`src/rtl/b3h_pkg.sv`:
```
package b3h_pkg;

  localparam int unsigned StackDepthDefault = 54;
  localparam int unsigned BytesPerItemDefault = 8;

  localparam logic [31:0] FlagStart  = 32'h01;
  localparam logic [31:0] FlagEnd    = 32'h02;
  localparam logic [31:0] FlagParent = 32'h04;
  localparam logic [31:0] FlagRoot   = 32'h08;

  localparam logic [31:0] IV [8] = '{
    32'h6A09E667, 32'hBB67AE85, 32'h3C6EF372, 32'hA54FF53A,
    32'h510E527F, 32'h9B05688C, 32'h1F83D9AB, 32'h5BE0CD19
  };

  localparam logic [3:0] WordOrder [16] = '{
    4'd2, 4'd6, 4'd3, 4'd10, 4'd7, 4'd0, 4'd4, 4'd13,
    4'd1, 4'd11, 4'd12, 4'd5, 4'd9, 4'd14, 4'd15, 4'd8
  };

  // Datapath commands issued by the controller.
  typedef enum logic [3:0] {
    CmdNone,
    CmdLoadByte,    // write one byte of the held item into the buffer
    CmdStartBlock,  // start compression of the buffered block
    CmdStartParent, // start parent compression of stack top and cv
    CmdRound,       // run one half round
    CmdBlockDone,   // fold result into chain value, clear buffer
    CmdLeafDone,    // take leaf cv into the working cv
    CmdParentDone,  // take parent result into the working cv
    CmdPush,        // write working cv onto the stack
    CmdStackRead,   // read the stack top into the left register
    CmdNewMsg       // return to reset state
  } cmd_e;

  typedef struct packed {
    cmd_e        cmd;
    logic [31:0] extra_flags;
  } ctrl_t;

  typedef struct packed {
    logic       round_last;
    logic [6:0] block_fill;
    logic [4:0] blocks_done;
    logic       idx_bit;
    logic [5:0] stack_count;
  } stat_t;

  function automatic logic [31:0] rotr(input logic [31:0] x, input int unsigned n);
    rotr = (x >> n) | (x << (32 - n));
  endfunction

endpackage

```
`src/rtl/b3h_ctrl.sv`:
```
module b3h_ctrl #(
  parameter int unsigned BYTES_PER_ITEM = 8
) (
  input  logic           clk_i,
  input  logic           rst_ni,
  input  logic           in_valid_i,
  output logic           in_stall_o,
  input  logic [63:0]    data_bytes_i,
  input  logic [3:0]     byte_count_i,
  input  logic           end_of_message_i,
  input  b3h_pkg::stat_t stat_i,
  output b3h_pkg::ctrl_t ctrl_o,
  output logic [7:0]     byte_o,
  input  logic [255:0]   hash_i,
  output logic           out_valid_o,
  input  logic           out_stall_i,
  output logic [63:0]    digest_word_o,
  output logic [1:0]     word_index_o,
  output logic           last_word_o
);
  import b3h_pkg::*;

  localparam logic [3:0] S_IDLE   = 4'd0;
  localparam logic [3:0] S_BYTE   = 4'd1;
  localparam logic [3:0] S_BLK    = 4'd2;
  localparam logic [3:0] S_LEAF   = 4'd3;
  localparam logic [3:0] S_MRD    = 4'd4;
  localparam logic [3:0] S_MLD    = 4'd5;
  localparam logic [3:0] S_MPAR   = 4'd6;
  localparam logic [3:0] S_FIN    = 4'd7;
  localparam logic [3:0] S_FRD    = 4'd8;
  localparam logic [3:0] S_FLD    = 4'd9;
  localparam logic [3:0] S_FPAR   = 4'd10;
  localparam logic [3:0] S_OUT    = 4'd11;
  localparam logic [3:0] S_RUN    = 4'd12;

  localparam logic [3:0] CntMax = 4'(BYTES_PER_ITEM);

  logic [3:0]   state_q, state_d, ret_q, ret_d;
  logic [63:0]  data_q;
  logic [3:0]   left_q, left_d;
  logic         eom_q;
  logic [255:0] dig_q;
  logic [1:0]   widx_q;
  logic         root_q, root_d;
  logic         accept;

  assign accept = in_valid_i && !in_stall_o;
  assign in_stall_o = (state_q != S_IDLE);
  assign byte_o = data_q[7:0];

  always_comb begin
    state_d = state_q; ret_d = ret_q; left_d = left_q; root_d = root_q;
    ctrl_o.cmd = CmdNone; ctrl_o.extra_flags = '0;
    case (state_q)
      S_IDLE: if (accept) begin
        left_d = (byte_count_i > CntMax) ? CntMax : byte_count_i;
        state_d = S_BYTE;
      end
      S_BYTE: begin
        if (left_q == 4'd0) state_d = eom_q ? S_FIN : S_IDLE;
        else if (stat_i.block_fill < 7'd64) begin
          ctrl_o.cmd = CmdLoadByte; left_d = left_q - 4'd1;
        end else if (stat_i.blocks_done >= 5'd15) begin
          ctrl_o.cmd = CmdStartBlock; ctrl_o.extra_flags = FlagEnd;
          state_d = S_RUN; ret_d = S_LEAF;
        end else begin
          ctrl_o.cmd = CmdStartBlock; state_d = S_RUN; ret_d = S_BLK;
        end
      end
      S_RUN: begin
        ctrl_o.cmd = CmdRound;
        if (stat_i.round_last) state_d = ret_q;
      end
      S_BLK: begin ctrl_o.cmd = CmdBlockDone; state_d = S_BYTE; end
      S_LEAF: begin ctrl_o.cmd = CmdLeafDone; state_d = S_MRD; end
      S_MRD: begin
        // The leaf index is loaded; merge while its low bit is one and the stack is not empty.
        if (stat_i.idx_bit && stat_i.stack_count != 6'd0) state_d = S_MLD;
        else begin ctrl_o.cmd = CmdPush; state_d = S_BYTE; end
      end
      S_MLD: begin ctrl_o.cmd = CmdStackRead; state_d = S_MPAR; end
      S_MPAR: begin
        ctrl_o.cmd = CmdStartParent; state_d = S_RUN; ret_d = S_FPAR; root_d = 1'b0;
      end
      S_FIN: begin
        ctrl_o.cmd = CmdStartBlock;
        ctrl_o.extra_flags = (stat_i.stack_count == 6'd0) ? (FlagEnd | FlagRoot) : FlagEnd;
        root_d = (stat_i.stack_count == 6'd0);
        state_d = S_RUN; ret_d = S_FLD;
      end
      S_FLD: begin
        if (root_q) state_d = S_OUT;
        else begin ctrl_o.cmd = CmdLeafDone; state_d = S_FRD; end
      end
      S_FRD: begin
        if (stat_i.stack_count == 6'd0) state_d = S_OUT;
        else begin ctrl_o.cmd = CmdStackRead; state_d = S_FPAR; ret_d = S_FLD; end
      end
      S_FPAR: begin
        if (ret_q == S_FPAR) begin
          // A merge parent has finished.
          ctrl_o.cmd = CmdParentDone; state_d = S_MRD;
        end else if (ret_q == S_FLD) begin
          ctrl_o.cmd = CmdStartParent;
          ctrl_o.extra_flags = (stat_i.stack_count == 6'd1) ? FlagRoot : 32'd0;
          root_d = (stat_i.stack_count == 6'd1);
          state_d = S_RUN; ret_d = S_IDLE;
        end else if (ret_q == S_IDLE) begin
          if (root_q) state_d = S_OUT;
          else begin
            // The stack count drops here; passing through S_FLD lets the registered
            // stack read follow the new top before S_FRD takes it.
            ctrl_o.cmd = CmdParentDone; state_d = S_FLD;
          end
        end else state_d = S_FRD;
      end
      S_OUT: if (out_valid_o && !out_stall_i && widx_q == 2'd3) begin
        ctrl_o.cmd = CmdNewMsg; state_d = S_IDLE;
      end
      default: state_d = S_IDLE;
    endcase
    // Final parent returns to S_FPAR with ret S_IDLE; route run exits there.
    if (state_q == S_RUN && stat_i.round_last && ret_q == S_IDLE) state_d = S_FPAR;
    if (state_q == S_RUN && stat_i.round_last && ret_q == S_FPAR) state_d = S_FPAR;
  end

  always_ff @(posedge clk_i or negedge rst_ni) begin
    if (!rst_ni) begin
      state_q <= S_IDLE; ret_q <= S_IDLE; left_q <= '0; eom_q <= 1'b0;
      root_q <= 1'b0; widx_q <= '0; out_valid_o <= 1'b0;
    end else begin
      state_q <= state_d; ret_q <= ret_d; left_q <= left_d; root_q <= root_d;
      if (accept) eom_q <= end_of_message_i;
      if (state_q != S_OUT && state_d == S_OUT) begin
        out_valid_o <= 1'b1; widx_q <= '0;
      end else if (out_valid_o && !out_stall_i) begin
        widx_q <= widx_q + 2'd1;
        if (widx_q == 2'd3) out_valid_o <= 1'b0;
      end
    end
  end

  always_ff @(posedge clk_i) begin
    if (accept) data_q <= data_bytes_i;
    else if (ctrl_o.cmd == CmdLoadByte) data_q <= data_q >> 8;
    if (state_q != S_OUT && state_d == S_OUT) dig_q <= hash_i;
  end

  assign digest_word_o = dig_q[64*widx_q +: 64];
  assign word_index_o  = widx_q;
  assign last_word_o   = (widx_q == 2'd3);

endmodule

```
`config.mk`:
```
export PLATFORM = sky130hd
export DESIGN_NAME = b3h_ctrl
export DESIGN_NICKNAME = d
export VERILOG_FILES = /design/src/rtl/b3h_pkg.sv /design/src/rtl/b3h_ctrl.sv
export SDC_FILE = /design/constraint.sdc
export NUM_CORES = 1
export LEC_CHECK = 0
export BUFFER_PORTS_ARGS = -buffer_cell sky130_fd_sc_hd__buf_2
export CAP_MARGIN = 10
export CORE_MARGIN = 3
export CORE_UTILIZATION = 45
export CTS_BUF_LIST = sky130_fd_sc_hd__clkbuf_8 sky130_fd_sc_hd__clkbuf_16
export DETAILED_ROUTE_END_ITERATION = 8
export PLACE_DENSITY = 0.73
export SKIP_LAST_GASP = 1
export SYNTH_ARGS = -nofsm -noshare
export SYNTH_HDL_FRONTEND = slang
export SYNTH_SLANG_ARGS = --single-unit
```
`constraint.sdc`:
```
create_clock -name clk_i -period 16.95 [get_ports clk_i]
set_input_delay 1.695 -clock clk_i [delete_from_list [all_inputs] [get_ports clk_i]]
set_output_delay 1.695 -clock clk_i [all_outputs]
set_load 0.01 [all_outputs]
```
==> Yosys cells after proc, flatten, opt, wreduce, memory -nomap -nowiden <==
Cells that the tools add are included.
{ "word_totals": {"output_inout_bits": 113, "input_bits": 349, "regBits": 337} }
{ "op_classes": {"shifts": 1, "n_eq_ne": 26, "magnitude_cmp": 3, "n_reduce_logical": 27, "muxes": 56, "n_addsub": 2} }
{ "op_table": {"columns": ["operator", "count"], "rows": [
  ["indexed part select 256 x 9 -> 64 bit", 1],
  ["two-way mux 64 bit", 2],
  ["two-way mux 4 bit", 25],
  ["one-hot mux 32 bit (3 select lines)", 1],
  ["one-hot mux 4 bit (12 select lines)", 2],
  ["two-way mux 34 bit", 1],
  ["== test 4 bit, second input constant", 8],
  ["two-way mux 3 bit", 7],
  ["one-hot mux 4 bit (5 select lines)", 1],
  ["== test 4 x 3 -> 1 bit, second input constant", 4],
  ["two-way mux 2 bit", 8],
  ["!= test 2 bit, second input constant", 7],
  ["zero test 4 bit", 3],
  ["== test 4 x 1 -> 1 bit, second input constant", 2],
  ["== test 4 x 2 -> 1 bit, second input constant", 2],
  ["logical AND 1 bit", 8],
  ["one-hot mux 4 bit (2 select lines)", 1],
  ["nonzero test 2 bit", 4],
  ["less-than comparator 7 bit, second input constant", 1],
  ["two-way mux 1 bit", 7],
  ["== test 6 x 1 -> 1 bit, second input constant", 1],
  ["zero test 6 bit", 1],
  ["AND reduction 6 bit", 1],
  ["nonzero test 6 bit", 1],
  ["15 further kinds", 16]
]} }

==> Logic depth before layout (Yosys ltp) <==
Gate-level depths: netlist of run 1.
{ "logic_depth": {"word_depth": 11, "mapped_depth": 7} }

==> Worst setup path after synthesis of run 1 <==
OpenSTA, ideal clock, no wires.
{ "synth_path": {"path_type": "in2reg", "from": "input port stat_i[1] (netlist name)", "to": "register dig_q[0] (enable)", "arrival_ns": 8.366, "setup_ns": 0.651, "path_buffers": 0, "stages": 4, "setup_slack_ns": 7.933, "t_required_ns": 16.299, "path_cell_list": "nor4_1 -> nand2_1 -> a41oi_2 -> and3_1"} }
{ "synth_between": {"elab_chain_cells": 8, "word_cells_on_any_way": 10} }
{ "synth_lines": {"columns": ["item", "line", "source"], "rows": [
  ["from (decl)", "b3h_ctrl.sv:11", "input b3h_pkg::stat_t stat_i,"],
  ["nonzero test 6 bit", "b3h_ctrl.sv:79", "if (stat_i.idx_bit && stat_i.stack_count != 6'd0) state_d = S_MLD;"],
  ["logical AND 1 bit", "b3h_ctrl.sv:79", null],
  ["two-way mux 3 bit", "b3h_ctrl.sv:79", null],
  ["one-hot mux 4 bit (12 select lines) *", "b3h_ctrl.sv:55", "case (state_q)"],
  ["two-way mux 4 bit *", "b3h_ctrl.sv:124", "if (state_q == S_RUN && stat_i.round_last && ret_q == S_IDLE) state_d = S_FPAR;"],
  ["two-way mux 4 bit *", "b3h_ctrl.sv:125", "if (state_q == S_RUN && stat_i.round_last && ret_q == S_FPAR) state_d = S_FPAR;"],
  ["== test 4 bit *", "b3h_ctrl.sv:147", "if (state_q != S_OUT && state_d == S_OUT) dig_q <= hash_i;"],
  ["logical AND 1 bit *", "b3h_ctrl.sv:147", null],
  ["to (signal assigned)", "b3h_ctrl.sv:147", null],
  ["to (decl)", "b3h_ctrl.sv:43", "logic [255:0] dig_q;"]
]} }
Every way passes the cells marked *; elsewhere a longest branch is shown, timed or not.
A chain may end at the register's enable or synchronous reset.

==> out/metrics.yaml, run 1 <==
outcome: "finished clean"
ant_nets: 0
finalSetupViolCount: 0
fin_worst_skew_ns: 0.0184
syn2layout_area_growth_pct: 25.9
dp_hpwl_um: 22900
wl_um: 32400
synth_top_area_cell: "edfxtp_1"
dieHeight_um: 180
peakVddDrop_v: 0.0000938
fin_crit_ns: 4.85
synth_top_area_share_pct: 70.7
register_area_mm2: 0.0100
synth_edf_count: 320
stdcell_count: 1652
hold_class: "flip-flop to flip-flop"
setup_tns_ns: 0
cts_setup_buffers: 0
period_share_pct: 28.6
drc: 0
first_pass_iters: 5
overflow: 0
core.rowCount: 62
dp_cells: 1576
crit_type: "primary input to output pin"
synth_cells: 809
grt_pass1_vias: 8712
cp-end-kind: "output pin"
start_kind: "primary input"
place_congestion: 0.841
leakage_uw: 0.00680
dieArea_mm2: 0.0323
core_mm2: 0.0292
crit_required_ns: 15.25
die_w_um: 180
tightest_slew_ns: 1.15
gr-usage-all-layers_pct: 19.5
clock_sinks: 336
max_freq_mhz: 206
power.density_mw_per_mm2: 155
yosysWarnings: 0
grt_pass1_wl_um: 48900
cts_resized: 0
antenna_found_initial: 17
nets: 1581
tritoncts: "built"
rsz0062_at_grt: "false"
avgSynthCellArea_um2: 16.8
clk_pin_slew_ns: 0.05
ctsLongestPathBuffers: 3
ys_seq_area_share_pct: 73.7
io_pins: 462
slew_headroom_pct: 23.1
drt_iter0_drc: 715
cts_root_buf: "clkbuf_16"
cts_buffers: 36
final_util_pct: 58.5
synth-seq-cells: 336
fill_cells: 2262
worst_hold_slack_ns: 0.490
ys_top_cells_by_area: "edfxtp_1 (71%), mux4_2 (11%), nand2_1 (5.2%)"
viasPerCell: 5.12
htree_levels: 2
cts_hold_buf: 0
synth_ff_type: "edfxtp_1"
multi_input_area_mm2: 0.00319
synthArstFlopShare_pct: 4.76
drv_cap: 0
grt_max_degree: 194
hold_violations: 0
syn_area_mm2: 0.0136
portBuffers: 425
synth_cell_type_count: 62
critPathMaxFanout: 5
slew_viol_final: 0
wl_per_cell_um: 19.6
start_util_pct: 46.5
num_vias: 8460
drive_above_1_share_pct: 45.0
crit_arrival_ns: 3.16
clock_latency_ns: 0.52
[per-stage QoR]
stage,setup slack (ns),power [µW],cell area (µm²)
after CTS,12.08,2680,17100
after global placement,11.97,1890,15900
final,12.10,2640,17100
after detailed placement,11.88,1900,15900
after global routing,11.99,2790,17100
after floorplan,7.93,1660,13700
[routing by layer]
metal  vias to the layer above  global-route usage (%)  share of wire, %
met5                         -                       0              0.19
met4                        10                    8.01               3.1
met3                        79                    6.37               8.9
met2                       404                    32.9                52
met1                      4101                    23.3                36
li1                       3866                       -                 -
[cells by family (layout without fill, tap and decap cells)]
| group | count (synthesis) | in the layout | share of synthesized area, % |
|---|---|---|---|
| AOI/OAI and AO/OA | 51 | 51 | 2.71 |
| xor gates and xnor gates | 2 | 2 | 0.129 |
| adders and majority gates | 2 | 2 | 0.184 |
| buffers and inverters | 87 | 505 | 3.73 |
| DFF | 336 | 336 | 73.7 |
| muxes | 67 | 67 | 10.8 |
| other | 1 | 42 | 0.0276 |
| and+or+nand+nor | 263 | 263 | 8.73 |
[cell usage after synthesis, types with 3 or more instances]
| cell | n |
|---|---|
| clkbuf_1 | 15 |
| and2_1 | 9 |
| nand3_1 | 7 |
| buf_4 | 40 |
| inv_1 | 11 |
| nand2_1 | 187 |
| edfxtp_1 | 320 |
| a211o_1 | 4 |
| a31oi_1 | 3 |
| buf_2 | 18 |
| o21ai_0 | 8 |
| a21oi_1 | 13 |
| dfrtp_1 | 16 |
| mux4_2 | 64 |
| o211ai_1 | 4 |
| nor2b_1 | 5 |
| nand4_1 | 4 |
| nor3_1 | 7 |
| nor2_1 | 19 |
[power breakdown]
part           total [µW]  internal (µW)  leakage (µW)  switching [µW]
Combinational         731            328       0.00312             403
Clock                 769            456      0.000595             314
Sequential           1140           1060       0.00309            80.7
Total                2640           1850       0.00680             797
[registers in the layout, indices dropped and copies added, names as in the netlist]
name / count
dig_q: 256
data_q: 64
left_q: 4
state_q: 4
ret_q: 3
word_index_o: 2
eom_q: 1
out_valid_o: 1
root_q: 1
[worst paths after layout]
path | from | end | slack, ns | cells after the start
worst max-delay path | stat_i[0] | ctrl_o[32] | 12.10 | 7
worst min-delay path | eom_q | eom_q | 0.49 | 2
worst max register to register | state_q[2] | dig_q[54] | 12.75 | 6
worst min register to register | eom_q | eom_q | 0.49 | 2
max in group asynchronous | rst_ni | word_index_o[1] | 15.50 | 1
min in group asynchronous | rst_ni | state_q[0] | 1.12 | 1
[worst max-delay path: stages]
cell and delay, ns:
buf_2 0.13, nor4_1 0.47, nand2_1 0.25, nand2_1 0.11, a21oi_1 0.09, a211o_1 0.28
buf_2 0.14
[area by class of cell]
class	instances	area share, %
clock buffers	37	5.35
diodes	12	0.176
well taps	384	2.81
clock inverters	27	1.49
repair buffers	430	12.7
inverters	11	0.241
multi-input cells	415	18.7
flip-flops and latches	336	58.5
[placed cells by master (no fill, tap or decap), types with 5 or more instances in the layout]
master and n:
nor3_1 7, conb_1 30, clkbuf_16 36, nand2_1 187
inv_1 16, nor2b_1 5, edfxtp_1 320, diode_2 12
buf_2 425, mux4_2 64, clkinv_1 7, nor2_1 19
clkinv_2 5, dfrtp_1 14, nand3_1 6, o21ai_0 8
and2_1 9, a21oi_1 13
No activity file was read; power rests on OpenSTA's default activity.
==> run 2: changes to the inputs <==
--- a/config.mk
+++ b/config.mk
@@ -5,6 +5,7 @@
 export SDC_FILE = /design/constraint.sdc
 export NUM_CORES = 1
 export LEC_CHECK = 0
+export ABC_AREA = 1
 export BUFFER_PORTS_ARGS = -buffer_cell sky130_fd_sc_hd__buf_2
 export CAP_MARGIN = 10
 export CORE_MARGIN = 3
==> constraint.sdc (replaced) <==
create_clock -name clk_i -period 4.6 [get_ports clk_i]
set_input_delay 0.46 -clock clk_i [delete_from_list [all_inputs] [get_ports clk_i]]
set_output_delay 0.46 -clock clk_i [all_outputs]
set_load 0.01 [all_outputs]
==> run 2 against run 1 <==
Final area is 1.6% higher. Wire length increased by 4.3%. Sequential power increased to 3.8 times the previous value. Core utilization decreased by 0.31 points. Final cell count is 13% higher. Combinational power grew to 4.5 times the previous value. Clock skew increased by 0.00085 ns. Worst hold slack worse by 0.37 ns. Critical path type is now flip-flop to output pin. Non-clock buffer count is 9 higher.
==> out/metrics.yaml, run 2 <==
yosys.cell_count.top_type: "edfxtp_1"
start_util_pct: 46.0
final_common_cell: "buf_2"
power.density_mw_per_mm2: 605
synth_cell_type_count: 36
dieArea_mm2: 0.0327
fin_crit_ns: 3.24
grt_pass1_wl_um: 50200
syn_area_mm2: 0.0137
cts_buffers: 36
crit_type: "flip-flop to output pin"
clock_latency_ns: 0.51
place_congestion: 0.932
syn2layout_area_growth_pct: 26.5
ctsLongestPathBuffers: 3
slew_viol_final: 0
period_share_pct: 70.3
outcome: "finished clean"
slew_headroom_pct: 38.2
finalSetupViolCount: 0
grt_pass1_vias: 9236
synth-seq-cells: 336
placedInstanceArea_mm2: 0.0161
io_pins: 462
gr-usage-all-layers_pct: 19.5
peakVddDrop_v: 0.000426
crit_slowest_cell: "dfrtp_4"
first_pass_iters: 5
clk_pin_slew_ns: 0.06
tritoncts: "built"
viasPerCell: 5.04
overflow: 0
p_sw_share_pct: 33.3
synth_top_area_cell: "edfxtp_1"
drc: 0
synth_ff_type: "edfxtp_1"
switchingPower_uw: 3500
p_int_uw: 7010
die_w_um: 181
p_seq_share_pct: 40.9
wl_um: 33700
start_kind: "flip-flop"
synth_cells: 1015
avgSynthCellArea_um2: 13.5
cp-end-kind: "output pin"
dp_hpwl_um: 23500
critPathMaxFanout: 73
wl_per_cell_um: 18.1
clkPwrFrac_pct: 27.8
drv_cap: 0
synth_edf_count: 320
yosysWarnings: 0
clock_sinks: 336
antenna_found_initial: 21
dieHeight_um: 181
core_mm2: 0.0299
ys_seq_area_share_pct: 72.9
tightest_slew_ns: 0.924
final_area_mm2: 0.0174
portBuffers: 425
top_register: "dig_q"
num_vias: 9386
cts_root_buf: "clkbuf_16"
critPathTopFamily: "buffers and inverters"
htree_levels: 2
max_freq_mhz: 309
cts_setup_buffers: 0
grt_max_degree: 78
reg_top3: "dig_q (256), data_q (64)"
yosys-top-cells-count: "edfxtp_1 (320), nor2_1 (160), o21ai_0 (136)"
drt_iter0_drc: 726
crit_arrival_ns: 2.78
final_cell_mix: "buf_2 (425), edfxtp_1 (320), nor2_1 (158), o21ai_0 (136), o22ai_1 (68)"
worstPathCellList: "buf_4 > o21ai_0 > o22ai_1 > buf_2"
largest_reg_flops: 256
synth_top_area_share_pct: 69.9
hold_violations: 0
core.rowCount: 63
hold_class: "primary input to flip-flop"
critPathBufInv: 2
cts_hold_buf: 1
rsz0062_at_grt: "false"
cts_resized: 0
crit_required_ns: 4.14
nets: 1784
drive_above_1_share_pct: 39.5
max_stage_delay_ns: 0.80
power_uw: 10500
fin_worst_skew_ns: 0.0193
leakage_uw: 0.00689
p_comb_share_pct: 31.3
synthArstFlopShare_pct: 4.76
ys_top_cells_by_area: "edfxtp_1 (70%), o21ai_0 (5.0%), nor2_1 (4.4%)"
ant_nets: 0
[run 2: layout make-up]
| class | count | area (µm²) |
|---|---|---|
| Sequential cell | 336 | 10000 |
| Multi-Input combinational cell | 573 | 3180 |
| Inverter | 47 | 180 |
| Fill cell | 2439 | 12500 |
| Clock inverter | 24 | 240 |
| Clock buffer | 40 | 967 |
| Timing Repair Buffer | 439 | 2270 |
| Antenna cell | 15 | 37.5 |
| Tap cell | 390 | 488 |
[run 2: kinds of logic after synthesis]
logic type / share of synthesized area (%)
mux: 4.59
flops: 72.9
compound gates: 8.69
buf+inv: 4.98
simple gates: 8.49
fa+ha+maj: 0.182
xor+xnor: 0.191
other cells: 0.0273
[run 2: worst reg2reg max path: stages, from the launching register on]
cell     delay [ns]
dfrtp_1        0.58
nor2_4         0.11
nand3_2        0.09
buf_4          0.63
nand2_2        0.74
buf_4          0.53
[run 2: worst paths after layout]
check                               endpoint  cells after the start  slack [ns]             from
max reg2reg                       data_q[59]                      5        1.63       state_q[1]
min reg2reg                            eom_q                      2        0.52            eom_q
max                        digest_word_o[35]                      4        1.36  word_index_o[0]
min in group asynchronous             root_q                      2        0.41           rst_ni
max in group asynchronous    word_index_o[0]                      2        3.85           rst_ni
min                               dig_q[175]                      1        0.12      hash_i[175]
[run 2: power by group through the flow]
stage / combinational [µW] / sequential [µW] / clock, µW
2_1_floorplan: 2210 / 4260 / 0
3_3_place_gp: 3240 / 4350 / 0
3_5_place_dp: 3290 / 4370 / 0
4_1_cts: 3320 / 4310 / 2970
5_1_grt: 3620 / 4360 / 3110
6_report: 3290 / 4300 / 2920
[run 2: routing by layer]
layer | track usage (%) | routed length, µm
met1 | 23.2 | 12400
met2 | 32.8 | 17200
met3 | 6.38 | 3140
met4 | 8.20 | 1020
met5 | 0 | 68
[run 2: through the flow]
step	hold slack (ns)	cells	setup WS [ns]	util [%]	setup TNS [ns]
after floorplan	0.164	1044	-0.781	-	-200.92
after global placement	0.400	1784	1.60	54.0	0
after detailed placement	0.410	1784	1.58	54.0	0
after CTS	0.0950	1849	1.30	58.1	0
after global routing	0.101	1863	1.21	58.2	0
final	0.123	1864	1.36	58.2	0
==> run 3: changes to the inputs <==
==> constraint.sdc (replaced) <==
create_clock -name clk_i -period 3.3 [get_ports clk_i]
set_input_delay 0.33 -clock clk_i [delete_from_list [all_inputs] [get_ports clk_i]]
set_output_delay 0.33 -clock clk_i [all_outputs]
set_load 0.01 [all_outputs]
==> run 3 against run 2 <==
First-iteration DRC count increased by 37%. Clock skew up 0.0051 ns. Final area rose by 15%. Critical endpoint is now digest_word_o[10]. Largest cell class unchanged. Highest routed layer is now met4.
==> out/metrics.yaml, run 3 (synthesis gave the netlist of run 2 again) <==
outcome: "finished clean"
setup_tns_ns: 0
ctsLongestPathBuffers: 3
io_pins: 462
htree_levels: 2
wl_per_cell_um: 20.8
core_mm2: 0.0299
fin_worst_skew_ns: 0.0244
power_uw: 15400
nets: 2032
r2r-start: "state_q[1]"
crit_required_ns: 2.97
grt_pass1_wl_um: 64900
reg_top3: "dig_q (256), data_q (64)"
dieArea_mm2: 0.0327
rsz0062_at_grt: "false"
overflow: 0
cp-end-kind: "output pin"
crit_type: "flip-flop to output pin"
reg2reg_slack_ns: 0.69
drt_iter0_drc: 991
slew_headroom_pct: 43.3
max_stage_delay_ns: 0.48
r2r_cells: 10
viasPerCell: 5.34
core.rowCount: 63
clk_pin_slew_ns: 0.06
die_w_um: 181
num_vias: 11245
syn2layout_area_growth_pct: 45.0
drc: 0
crit_arrival_ns: 2.42
gr-usage-all-layers_pct: 25.3
finalSetupViolCount: 0
grt_max_degree: 80
antenna_found_initial: 8
largest_reg_flops: 256
crit_slowest_cell: "dfrtp_4"
grt_pass1_vias: 11652
fin_crit_ns: 2.75
slew_viol_final: 0
min_path_cells: 1
placedInstanceArea_mm2: 0.0162
first_pass_iters: 6
cts_resized: 0
cts_buffers: 37
leakage_uw: 0.00796
timing.rr.end: "dig_q[146]"
wl_um: 43800
final_util_pct: 66.7
ant_nets: 0
worst_hold_slack_ns: 0.00826
dp_hpwl_um: 23400
clock_sinks: 336
final_area_mm2: 0.0199
power.density_mw_per_mm2: 775
critPathMaxFanout: 77
tightest_slew_ns: 0.850
peakVddDrop_v: 0.000792
max_freq_mhz: 364
dieHeight_um: 181
start_kind: "flip-flop"
cts_root_buf: "clkbuf_16"
clock_latency_ns: 0.52
drive_above_1_share_pct: 33.8
hold_violations: 0
final_common_cell: "buf_2"
endpoint: "digest_word_o[10]"
worstPathCellList: "buf_4 > inv_4 > buf_12 > o21ai_0 > o22ai_1 > buf_2"
place_congestion: 0.884
drv_cap: 0
setup.worst_path.start: "word_index_o[0]"
start_util_pct: 46.0
final_cell_mix: "buf_2 (425), edfxtp_1 (320), dlygate4sd3_1 (247), nor2_1 (160), o21ai_0 (136)"
portBuffers: 425
hold_class: "primary input to flip-flop"
top_register: "dig_q"
period_share_pct: 83.2
tritoncts: "built"
==> run 3: cell types whose count changed in the layout (fill, tap and decap cells not counted), sizes merged <==
cell	delta
buf	+1
clkbuf	-2
clkinv	+4
diode	-7
dlygate4sd3	+246
==> run 3: what timing repair did <==
item | in CTS | in global routing
endpoints found under the setup margin | 0 | 0
hold endpoints to repair | 260 | 2
buffers inserted | 0 | 0
hold buffers | 245 | 2
==> run 3: cell type report <==
| class | count | area, µm² |
|---|---|---|
| flip-flops and latches | 336 | 10000 |
| fillers | 2007 | 9950 |
| repair buffers | 686 | 4820 |
| multi-input cells | 573 | 3170 |
| clock buffers | 38 | 951 |
| well taps | 390 | 488 |
| clock inverters | 28 | 277 |
| inverters | 47 | 181 |
| diodes | 8 | 20.0 |
==> run 3: how the worst min path moves through the flow <==
stage	from	end
6_report	hash_i[121]	dig_q[121]
5_1_grt	hash_i[202]	dig_q[202]
4_1_cts	hash_i[121]	dig_q[121]
3_5_place_dp	rst_ni	root_q
3_3_place_gp	rst_ni	root_q
2_1_floorplan	rst_ni	eom_q
==> run 3: worst max-delay path: cells and delay by family (launching register included) <==
kind,cells,cell delay (ns)
buf+inv,4,0.95
compound gates,2,0.40
flops,1,0.48
==> run 3: per-stage QoR <==
step                      worst slack [ns]  std cells
after floorplan                      -2.08       1044
after global placement               0.789       1785
after detailed placement             0.789       1785
after CTS                            0.548       2096
after global routing                 0.421       2106
final                                0.553       2106
==> run 3: metal layers <==
| metal | global-route usage (%) | wire length (µm) |
|---|---|---|
| met4 | 11.1 | 2320 |
| met1 | 29.2 | 14800 |
| met2 | 44.5 | 22400 |
| met3 | 6.50 | 4200 |
| met5 | 0 | 0 |
==> run 3: report_power, final <==
part / leakage (µW) / switching, µW / internal, µW / total [µW]
clock network: 0.000610 / 1740 / 2490 / 4230
logic: 0.00425 / 3390 / 1930 / 5320
registers: 0.00310 / 262 / 5620 / 5880
